### config.mk
export PLATFORM = sky130hd
export DESIGN_NAME = sync_word_correlator_unit
export DESIGN_NICKNAME = d
export VERILOG_FILES = /design/src/hw/rtl/swc_pkg.sv /design/src/hw/rtl/swc_match_score.sv /design/src/hw/rtl/sync_word_correlator_unit.sv
export SDC_FILE = /design/constraint.sdc
export NUM_CORES = 2
export LEC_CHECK = 0
export BUFFER_PORTS_ARGS = -buffer_cell sky130_fd_sc_hd__buf_2
export CAP_MARGIN = 20
export CORE_MARGIN = 5
export CORE_UTILIZATION = 25
export DETAILED_ROUTE_END_ITERATION = 10
export GPL_TIMING_DRIVEN = 1
export PLACE_DENSITY = 0.43
export SYNTH_ARGS = -nofsm -noshare
export SYNTH_HDL_FRONTEND = slang
export SYNTH_SLANG_ARGS = --single-unit
### constraint.sdc
create_clock -name clock -period 7.9 [get_ports clock]
set_clock_uncertainty 0.1 [all_clocks]
set_input_delay 2.37 -clock clock [delete_from_list [all_inputs] [get_ports clock]]
set_output_delay 2.37 -clock clock [all_outputs]
set_load 0.02 [all_outputs]
### src/hw/rtl/swc_pkg.sv
// Shared types and constants for the sync word correlator.
package swc_pkg;

   // Fixed widths of the item fields.
   localparam int WORD_W       = 64;
   localparam int SAMPLE_W     = 8;
   localparam int SCORE_W      = 7;
   localparam int POSITION_W   = 16;
   localparam int NUM_WORDS    = 4;
   localparam int WORD_INDEX_W = $clog2(NUM_WORDS);
   localparam int CSR_INDEX_W  = 8;

   // Sample index saturates at MAX_ITEMS-1.
   localparam int MAX_ITEMS    = 65536;
   localparam int ITEM_COUNT_W = $clog2(MAX_ITEMS);

   // Configuration register indexes.
   localparam logic [CSR_INDEX_W-1:0] CSR_SYNC_WORD_0 = 8'd0;
   localparam logic [CSR_INDEX_W-1:0] CSR_SYNC_WORD_1 = 8'd1;
   localparam logic [CSR_INDEX_W-1:0] CSR_SYNC_WORD_2 = 8'd2;
   localparam logic [CSR_INDEX_W-1:0] CSR_SYNC_WORD_3 = 8'd3;

   // Sync words after reset: LRIT 0 and 180 degrees, HRIT 0 degrees, and a fourth word.
   localparam logic [WORD_W-1:0] RESET_WORDS [NUM_WORDS] = '{
      64'h035d49c24ff2686b,
      64'hfca2b63db00d9794,
      64'h03b10b02f33d2076,
      64'hdafef4fd0cc2df89
   };

   typedef logic [SCORE_W-1:0] score_type;

   typedef struct packed {
      logic [SAMPLE_W-1:0] sample;
      logic                last;
   } req_type;

   typedef struct packed {
      logic [POSITION_W-1:0]   position;
      logic [SCORE_W-1:0]      score;
      logic [WORD_INDEX_W-1:0] word_index;
   } rsp_type;

endpackage

### src/hw/rtl/swc_match_score.sv
// Scores one 64-bit window against one sync word as 64 minus the Hamming distance.
module swc_match_score (
   input  logic [swc_pkg::WORD_W-1:0] window,
   input  logic [swc_pkg::WORD_W-1:0] word,
   output swc_pkg::score_type         score
);

   logic [swc_pkg::WORD_W-1:0] diff;
   logic [1:0] lvl1 [32];
   logic [2:0] lvl2 [16];
   logic [3:0] lvl3 [8];
   logic [4:0] lvl4 [4];
   logic [5:0] lvl5 [2];
   logic [6:0] ones;

   assign diff = window ^ word;

   // Balanced adder tree over the differing bits.
   always_comb begin
      for (int i = 0; i < 32; i++) begin
         lvl1[i] = {1'b0, diff[2*i]} + {1'b0, diff[2*i+1]};
      end
      for (int i = 0; i < 16; i++) begin
         lvl2[i] = {1'b0, lvl1[2*i]} + {1'b0, lvl1[2*i+1]};
      end
      for (int i = 0; i < 8; i++) begin
         lvl3[i] = {1'b0, lvl2[2*i]} + {1'b0, lvl2[2*i+1]};
      end
      for (int i = 0; i < 4; i++) begin
         lvl4[i] = {1'b0, lvl3[2*i]} + {1'b0, lvl3[2*i+1]};
      end
      for (int i = 0; i < 2; i++) begin
         lvl5[i] = {1'b0, lvl4[2*i]} + {1'b0, lvl4[2*i+1]};
      end
      ones = {1'b0, lvl5[0]} + {1'b0, lvl5[1]};
   end

   assign score = swc_pkg::SCORE_W'(swc_pkg::WORD_W) - ones;

endmodule

### src/hw/rtl/sync_word_correlator_unit.sv
// Top level of the frame sync word correlator.
//
// Usage: soft-bit bytes arrive as items on the req_ channel, one per cycle at
// most. Bit 7 of each sample is shifted into a 64-bit window; once 64 bits
// have arrived, every window is scored against the four sync words held in
// the csr_ registers. The item flagged last produces one result item on the
// rsp_ channel: best position, score and word index, lower index on ties.
// Throughput is one item per cycle while req_ready is high. A result is
// registered once its last item has passed a capture stage, a scoring stage
// with four popcount trees and the best-score update into the result register.
// Reset clears the window, the sample counter, the stored bests and the
// pipeline, and reloads the default sync words. When the receiver stalls,
// items keep flowing until a last item reaches the update stage while a
// result is still waiting; then req_ready drops until the result is taken.
// Configuration writes are taken at any time and belong between buffers.
module sync_word_correlator_unit (
   input  logic                                clock,
   input  logic                                reset,
   input  logic                                req_valid,
   output logic                                req_ready,
   input  swc_pkg::req_type                    req_payload,
   output logic                                rsp_valid,
   input  logic                                rsp_ready,
   output swc_pkg::rsp_type                    rsp_payload,
   input  logic                                csr_valid,
   output logic                                csr_ready,
   input  logic [swc_pkg::CSR_INDEX_W-1:0]     csr_index,
   input  logic [swc_pkg::WORD_W-1:0]          csr_data
);

   localparam int W   = swc_pkg::WORD_W;
   localparam int N   = swc_pkg::NUM_WORDS;
   localparam int CW  = swc_pkg::ITEM_COUNT_W;
   localparam int PW  = swc_pkg::POSITION_W;
   localparam int IW  = swc_pkg::WORD_INDEX_W;

   logic [W-1:0]  sync_word_ff [N];

   logic [W-1:0]  window_ff, window_in;
   logic [CW-1:0] count_ff, count_in;

   logic          s1_valid_ff;
   logic [W-1:0]  s1_window_ff, s1_window_in;
   logic          s1_scored_ff, s1_scored_in;
   logic [PW-1:0] s1_pos_ff, s1_pos_in;
   logic          s1_last_ff;

   swc_pkg::score_type s1_score [N];

   logic               s2_valid_ff;
   swc_pkg::score_type s2_score_ff [N];
   logic               s2_scored_ff;
   logic [PW-1:0]      s2_pos_ff;
   logic               s2_last_ff;

   swc_pkg::score_type best_score_ff [N];
   swc_pkg::score_type best_score_in [N];
   logic [PW-1:0]      best_pos_ff [N];
   logic [PW-1:0]      best_pos_in [N];
   swc_pkg::score_type new_score [N];
   logic [PW-1:0]      new_pos [N];
   logic [IW-1:0]      sel;

   logic             rsp_valid_ff, rsp_valid_in;
   swc_pkg::rsp_type rsp_payload_ff, rsp_payload_in;

   logic advance;
   logic accept;
   logic fire;

   // The pipeline holds only when a last item meets a result still waiting.
   assign advance   = !(s2_valid_ff && s2_last_ff && rsp_valid_ff && !rsp_ready);
   assign accept    = req_valid && advance;
   assign fire      = advance && s2_valid_ff;
   assign req_ready = advance;
   assign csr_ready = 1'b1;

   // Configuration registers; indexes beyond the list are ignored.
   always_ff @(posedge clock) begin
      if (reset) begin
         for (int k = 0; k < N; k++) begin
            sync_word_ff[k] <= swc_pkg::RESET_WORDS[k];
         end
      end else if (csr_valid) begin
         unique case (csr_index)
            swc_pkg::CSR_SYNC_WORD_0: sync_word_ff[0] <= csr_data;
            swc_pkg::CSR_SYNC_WORD_1: sync_word_ff[1] <= csr_data;
            swc_pkg::CSR_SYNC_WORD_2: sync_word_ff[2] <= csr_data;
            swc_pkg::CSR_SYNC_WORD_3: sync_word_ff[3] <= csr_data;
            default: begin
            end
         endcase
      end
   end

   // Window shift and saturating sample count; both restart after a last item.
   always_comb begin
      s1_window_in = {window_ff[W-2:0], req_payload.sample[swc_pkg::SAMPLE_W-1]};
      s1_scored_in = (count_ff >= CW'(W - 1));
      s1_pos_in    = PW'(count_ff - CW'(W - 1));
      window_in    = window_ff;
      count_in     = count_ff;
      if (accept) begin
         if (req_payload.last) begin
            window_in = '0;
            count_in  = '0;
         end else begin
            window_in = s1_window_in;
            if (count_ff != CW'(swc_pkg::MAX_ITEMS - 1)) begin
               count_in = count_ff + CW'(1);
            end
         end
      end
   end

   always_ff @(posedge clock) begin
      if (reset) begin
         window_ff <= '0;
         count_ff  <= '0;
      end else begin
         window_ff <= window_in;
         count_ff  <= count_in;
      end
   end

   // Capture stage and scoring stage control.
   always_ff @(posedge clock) begin
      if (reset) begin
         s1_valid_ff <= 1'b0;
         s2_valid_ff <= 1'b0;
      end else if (advance) begin
         s1_valid_ff <= accept;
         s2_valid_ff <= s1_valid_ff;
      end
   end

   always_ff @(posedge clock) begin
      if (advance) begin
         s1_window_ff <= s1_window_in;
         s1_scored_ff <= s1_scored_in;
         s1_pos_ff    <= s1_pos_in;
         s1_last_ff   <= req_payload.last;
         s2_scored_ff <= s1_scored_ff;
         s2_pos_ff    <= s1_pos_ff;
         s2_last_ff   <= s1_last_ff;
         for (int k = 0; k < N; k++) begin
            s2_score_ff[k] <= s1_score[k];
         end
      end
   end

   // One scorer for each sync word.
   for (genvar g = 0; g < N; g++) begin : g_score
      swc_match_score u_score (
         .window (s1_window_ff),
         .word   (sync_word_ff[g]),
         .score  (s1_score[g])
      );
   end

   // Best-score update, selection of the winning word and result capture.
   always_comb begin
      sel = '0;
      for (int k = 0; k < N; k++) begin
         new_score[k] = best_score_ff[k];
         new_pos[k]   = best_pos_ff[k];
         if (s2_scored_ff && (s2_score_ff[k] > best_score_ff[k])) begin
            new_score[k] = s2_score_ff[k];
            new_pos[k]   = s2_pos_ff;
         end
      end
      for (int k = 1; k < N; k++) begin
         if (new_score[k] > new_score[sel]) begin
            sel = IW'(k);
         end
      end

      for (int k = 0; k < N; k++) begin
         best_score_in[k] = best_score_ff[k];
         best_pos_in[k]   = best_pos_ff[k];
         if (fire) begin
            best_score_in[k] = s2_last_ff ? '0 : new_score[k];
            best_pos_in[k]   = s2_last_ff ? '0 : new_pos[k];
         end
      end

      rsp_payload_in.position   = new_pos[sel];
      rsp_payload_in.score      = new_score[sel];
      rsp_payload_in.word_index = sel;

      rsp_valid_in = rsp_valid_ff;
      if (fire && s2_last_ff) begin
         rsp_valid_in = 1'b1;
      end else if (rsp_ready) begin
         rsp_valid_in = 1'b0;
      end
   end

   always_ff @(posedge clock) begin
      if (reset) begin
         rsp_valid_ff <= 1'b0;
         for (int k = 0; k < N; k++) begin
            best_score_ff[k] <= '0;
            best_pos_ff[k]   <= '0;
         end
      end else begin
         rsp_valid_ff <= rsp_valid_in;
         for (int k = 0; k < N; k++) begin
            best_score_ff[k] <= best_score_in[k];
            best_pos_ff[k]   <= best_pos_in[k];
         end
      end
   end

   always_ff @(posedge clock) begin
      if (fire && s2_last_ff) begin
         rsp_payload_ff <= rsp_payload_in;
      end
   end

   assign rsp_valid   = rsp_valid_ff;
   assign rsp_payload = rsp_payload_ff;

endmodule

# After elaboration in Yosys (flattened, before gate mapping)

Memory sizes are Yosys's and may differ from the RTL's.
Index checks and enable logic that the tools add are counted.

Divide/modulo/power cells: 0
Multipliers: 0
Reductions and logical operators: 16
Multiplexer cells: 76
$add $sub $neg: 258
Bitwise gates (word level): 19
Equal/unequal tests: 4
Shift-type cells: 0
Order comparisons: 11

Operators by type and width:

| operator                                                                              | count |
|---|---|
| 16-bit 2-to-1 mux                                                                     | 20 |
| 1-bit by 1-bit adder with 2-bit output                                                | 128 |
| 64-bit 2-to-1 mux                                                                     | 4 |
| 64-bit bitwise XOR                                                                    | 4 |
| 2-bit by 2-bit adder with 3-bit output                                                | 64 |
| 7-bit 2-to-1 mux                                                                      | 22 |
| 3-bit by 3-bit adder with 4-bit output                                                | 32 |
| 4-bit by 4-bit adder with 5-bit output                                                | 16 |
| 63-bit 2-to-1 mux                                                                     | 1 |
| 7-bit > comparator                                                                    | 7 |
| 5-bit by 5-bit adder with 6-bit output                                                | 8 |
| 7-bit binary-select mux with 2-bit select                                             | 3 |
| 16-bit binary-select mux with 2-bit select                                            | 1 |
| 6-bit by 6-bit adder with 7-bit output                                                | 4 |
| 7-bit subtractor (first input constant)                                               | 4 |
| 1-bit 2-to-1 mux                                                                      | 23 |
| 16-bit by 1-bit adder with 16-bit output (second input constant)                      | 1 |
| 8-bit by 2-bit equality test with 1-bit output (second input constant)                | 2 |
| 16-bit by 6-bit greater-or-equal comparator with 1-bit output (second input constant) | 1 |
| 16-bit != test (second input constant)                                                | 1 |
| 16-bit by 6-bit subtractor with 16-bit output (second input constant)                 | 1 |
| 1-bit OR                                                                              | 12 |
| 1-bit logical AND                                                                     | 10 |
| 3-bit greater-or-equal comparator (second input constant)                             | 3 |
| 7 further kinds                                                                       | 12 |

Memory bits (read-only): 0
Memory bits (writable): 376
Input port bits: 86
Latch bits: 0
Flip-flop bits (word level): 207
Logic and storage cells: 403
Output and inout bits: 28
Memories kept: 4

Memories:

| name          | words | bits a word | rd ports | clocked after memory_dff | write ports | line                            | text |
|---|---|---|---|---|---|---|---|
| sync_word_ff  | 4     | 64          | 4        | 0                        | 4           | sync_word_correlator_unit.sv:37 | `logic [W-1:0] sync_word_ff [N];` |
| best_pos_ff   | 4     | 16          | 4        | 0                        | 4           | sync_word_correlator_unit.sv:58 | `logic [PW-1:0] best_pos_ff [N];` |
| best_score_ff | 4     | 7           | 4        | 0                        | 4           | sync_word_correlator_unit.sv:56 | `swc_pkg::score_type best_score_ff [N];` |
| s2_score_ff   | 4     | 7           | 4        | 0                        | 4           | sync_word_correlator_unit.sv:51 | `swc_pkg::score_type s2_score_ff [N];` |

# Longest topological paths before layout

An unclocked memory read counts as a cell.

Word-level depth: 22
Mapped depth: 31
Depth with buffers taken out: 27

# Cells and area by module

A second synthesis with hierarchy kept.

Cells, all modules: 3017
Area, all modules: 34968.5 um^2

By module, submodules not included:

| module                    | area each (um^2) | cells each | sequential area each (um^2) | times used |
|---|---|---|---|---|
| sync_word_correlator_unit | 23527.6          | 1857       | 15765.1                     | 1 |
| swc_match_score           | 2860.2           | 290        | 0.0                         | 4 |

# Least setup slack after synthesis

No wires, ideal clock.

Kind: in2out
Start point: input port rsp_ready
End point: output port req_ready
Data required time: 5.430 ns
Cell stages on the path: 1
Path slack: 0.621 ns
Path buffers: 0
Arrival time: 4.809 ns
Cells stage by stage: nand4b_2

Cells in the longest elaborated chain, start to end: 3

Ends and longest elaborated chain:

| element            | line                            | text |
|---|---|---|
| start: declaration | sync_word_correlator_unit.sv:23 | `input logic rsp_ready,` |
| 1-bit logical NOT  | sync_word_correlator_unit.sv:72 | `assign advance = !(s2_valid_ff && s2_last_ff && rsp_valid_ff && !rsp_ready);` |
| 1-bit logical AND  | sync_word_correlator_unit.sv:72 |  |
| 1-bit logical NOT  | sync_word_correlator_unit.sv:72 |  |
| end: declaration   | sync_word_correlator_unit.sv:20 | `output logic req_ready,` |

No other way between the ends.

==> impl_metrics.toml <==
[timing]
fin_crit_ns = 7.20
rsz0062_at_grt = "false"
fmax_mhz = 139
setup_tns_ns = 0
tightest_slew_ns = 1.12
max_slew_margin_pct = 25.1
finalSetupViolCount = 0
drv_slew = 0
finalHoldViolations = 0
finalCritPeriodShare_pct = 91.1

[worst_setup_path]
reg2reg_to = "rsp_payload[24]$_DFFE_PP_"
crit_type = "reg2reg"
cp_common_cell = "ha_1"
r2r_start = "best_score_ff[1][2]$_SDFFE_PP0P_"
worstPathMaxFanout = 11
critPathMaxStageDelay_ns = 0.45
critical_path.top_delay_family = "compound AO/OA/AOI/OAI gates"
reg2reg_depth = 28
cp-start-kind = "register"
required_ns = 8.22
arrival_ns = 7.52
r2r_slack_ns = 0.70
slowest_stage = "mux2_2"
crit_buf_inv = 5
endpoint_kind = "register"

[yosys]
synth_simple_gate_area_share_pct = 10.2
synthCells = 2977
muxShareOfSynthArea_pct = 3.41
netlist_area_sq_um = 35300
ys.flop_type = "edfxtp_1"
synth.yosys.seq_area_share_pct = 44.7
synth-compound-area-share_pct = 5.62
yosys.area_share.adder_pct = 22.5
synth_nets = 3569
synthXorXnorAreaFrac_pct = 7.49
synth_cell_type_count = 72
synth_top_family_by_area = "adder cells"
ys_seq_elements = 583
synthArstFlopShare_pct = 0
ys_warn_count = 0
avgSynthCellArea_sq_um = 11.9
synth_edf_count = 409

[placed_design]
routabilityCongestion = 0.814
placedInstanceArea_sq_um = 37800
dp.cells = 4841
port_buffers = 105
post-dp-hpwl_um = 71100

[cts]
cts.sinks = 583
cts_resized = 0
htree_levels = 3
insertion_delay_ns = 0.67
path_clk_slew_ns = 0.06
post-cts-setup-buffers = 0
cts_inserted_buffers = 77
root_buffer = "clkbuf_16"
cts_tree = "yes"
clock_path_buffers = 3
ctsHoldBuffers = 0

[drt]
dr.pass1.iters = 7
via_per_inst = 4.12
ant_nets = 0
route.detailed.drc = 0
vias = 20600
wl_per_cell_um = 19.4
routed_wirelength_um = 96700
drt_iter0_drc = 962

[global_route]
first_global_vias = 21400
grt_pass1_wl_um = 144000
grt_max_degree = 72
track_usage_pct = 13.2
gr-total-overflow = 0
met3_usage_pct = 1.99
use_met2_pct = 22.2
grt.busiest_layer = "met2"
grtUsageMet1_pct = 17.4
antenna_found_initial = 13

[job]
max-cap-violations = 0

[hold_path]
min_path_cells = 0
worstHoldPathType = "reg2reg"
min_to = "s2_pos_ff[7]$_DFFE_PN_"
hold_path.startpoint = "s1_pos_ff[7]$_DFFE_PN_"

[floorplan]
fp-row-count = 137
dieWidth_um = 386
initial_core_util_pct = 25.2
pin_count = 114
die_h_um = 386
core_area_sq_um = 140000
die-area_sq_um = 149000

[finish]
layout_commonest_cell = "edfxtp_1"
stdcell_area_sq_um = 40500
post-route-util_pct = 29.0
fin_cells = 4993
nFillCells = 14600
layout.nets = 3636
drive_gt1_share_pct = 10.2
area_growth_pct = 14.9
final_cell_mix = "edfxtp_1, inv_1, ha_1, xnor2_1, fa_1"

[outcome]
status = "finished clean"
stage by stage:
step                hold slack [ns]  setup WS, ns
floorplan                     0.300         0.621
global placement              0.303         0.684
detailed placement            0.307         0.681
CTS                           0.298         0.686
global route                  0.307         0.175
finish                        0.302         0.703
registers in the layout (all words and copies together) (netlist names), 16 cells and up:
signal and count:
sync_word_ff 256, best_pos_ff 64, s2_score_ff 28, window_ff 63
rsp_payload 25, best_score_ff 28, s2_pos_ff 16, count_ff 16
s1_pos_ff 16, s1_window_ff 64
per-layer routing:
layer	part of all wire [%]	up-vias
met5	0.013	-
met3	3.1	121
met1	46	10100
li1	-	10100
met2	48	279
met4	2.3	2
logic make-up after synthesis:
kind of cell	after synthesis
adder cells (fa/ha/maj)	506
XOR/XNOR	301
multiplexers	116
buffers and inverters	543
flip-flops	583
AO/OA/AOI/OAI	292
AND/OR/NAND/NOR	635
other	1
final cells by class:
cell class / count / area [sq um] / share of cell area (%)
multi-input cells: 1851 / 17500 / 43.1
flip-flops and latches: 583 / 15800 / 38.9
well taps: 1876 / 2350 / 5.79
clock buffers: 117 / 2250 / 5.55
inverters: 388 / 1460 / 3.59
repair buffers: 143 / 820 / 2.02
clock inverters: 27 / 408 / 1.01
diodes: 8 / 20.0 / 0.0494
cell usage after synthesis (3+ instances only):
cell type    n  area [sq um]
edfxtp_1   409         12300
inv_1      386          1450
ha_1       294          3680
xnor2_1    256          2240
fa_1       212          4240
nor2_1     186           698
dfxtp_1    174          3480
nand2b_1   139           870
and2_1     128           801
clkbuf_1   111           417
a21oi_1    109           546
a22oi_1    101           758
mux2i_1     97           971
nor3b_1     64           480
xor2_1      44           385
nand2_1     29           109
nor2b_1     24           150
buf_2       22           110
o21a_1      16           120
mux2_2      15           169
nand3_1     14          70.1
a21o_1      12          90.1
buf_4        9          67.6
o21bai_1     9          67.6
nand4_1      8          50.1
o21ai_0      8          40.0
buf_6        7          78.8
nand3b_1     7          52.6
nor3_1       7          35.0
nor3_2       5          50.1
o21ai_1      5          25.0
o2bb2ai_1    5          43.8
buf_1        4          15.0
a211oi_1     3          22.5
mux2i_2      3          41.3
nor4_1       3          18.8
o22a_1       3          26.3
or2_2        3          18.8
or3_1        3          18.8
how the worst max path moves through the flow:
stage                                     startpoint                   endpoint  slack, ns  depth (start not counted)
floorplan                                  rsp_ready                  req_ready       0.62                          1
global placement         s2_score_ff[1][4]$_DFFE_PN_  rsp_payload[21]$_DFFE_PP_       0.68                         27
detailed placement       s2_score_ff[1][4]$_DFFE_PN_  rsp_payload[24]$_DFFE_PP_       0.68                         27
CTS                 best_score_ff[1][2]$_SDFFE_PP0P_  rsp_payload[24]$_DFFE_PP_       0.69                         28
global route        best_score_ff[0][6]$_SDFFE_PP0P_  rsp_payload[24]$_DFFE_PP_       0.17                         28
finish              best_score_ff[1][2]$_SDFFE_PP0P_  rsp_payload[24]$_DFFE_PP_       0.70                         28
Power is left out: the tool's default activity adds up to more than one toggle a clock period on the data nets, which glitch-free logic cannot reach.
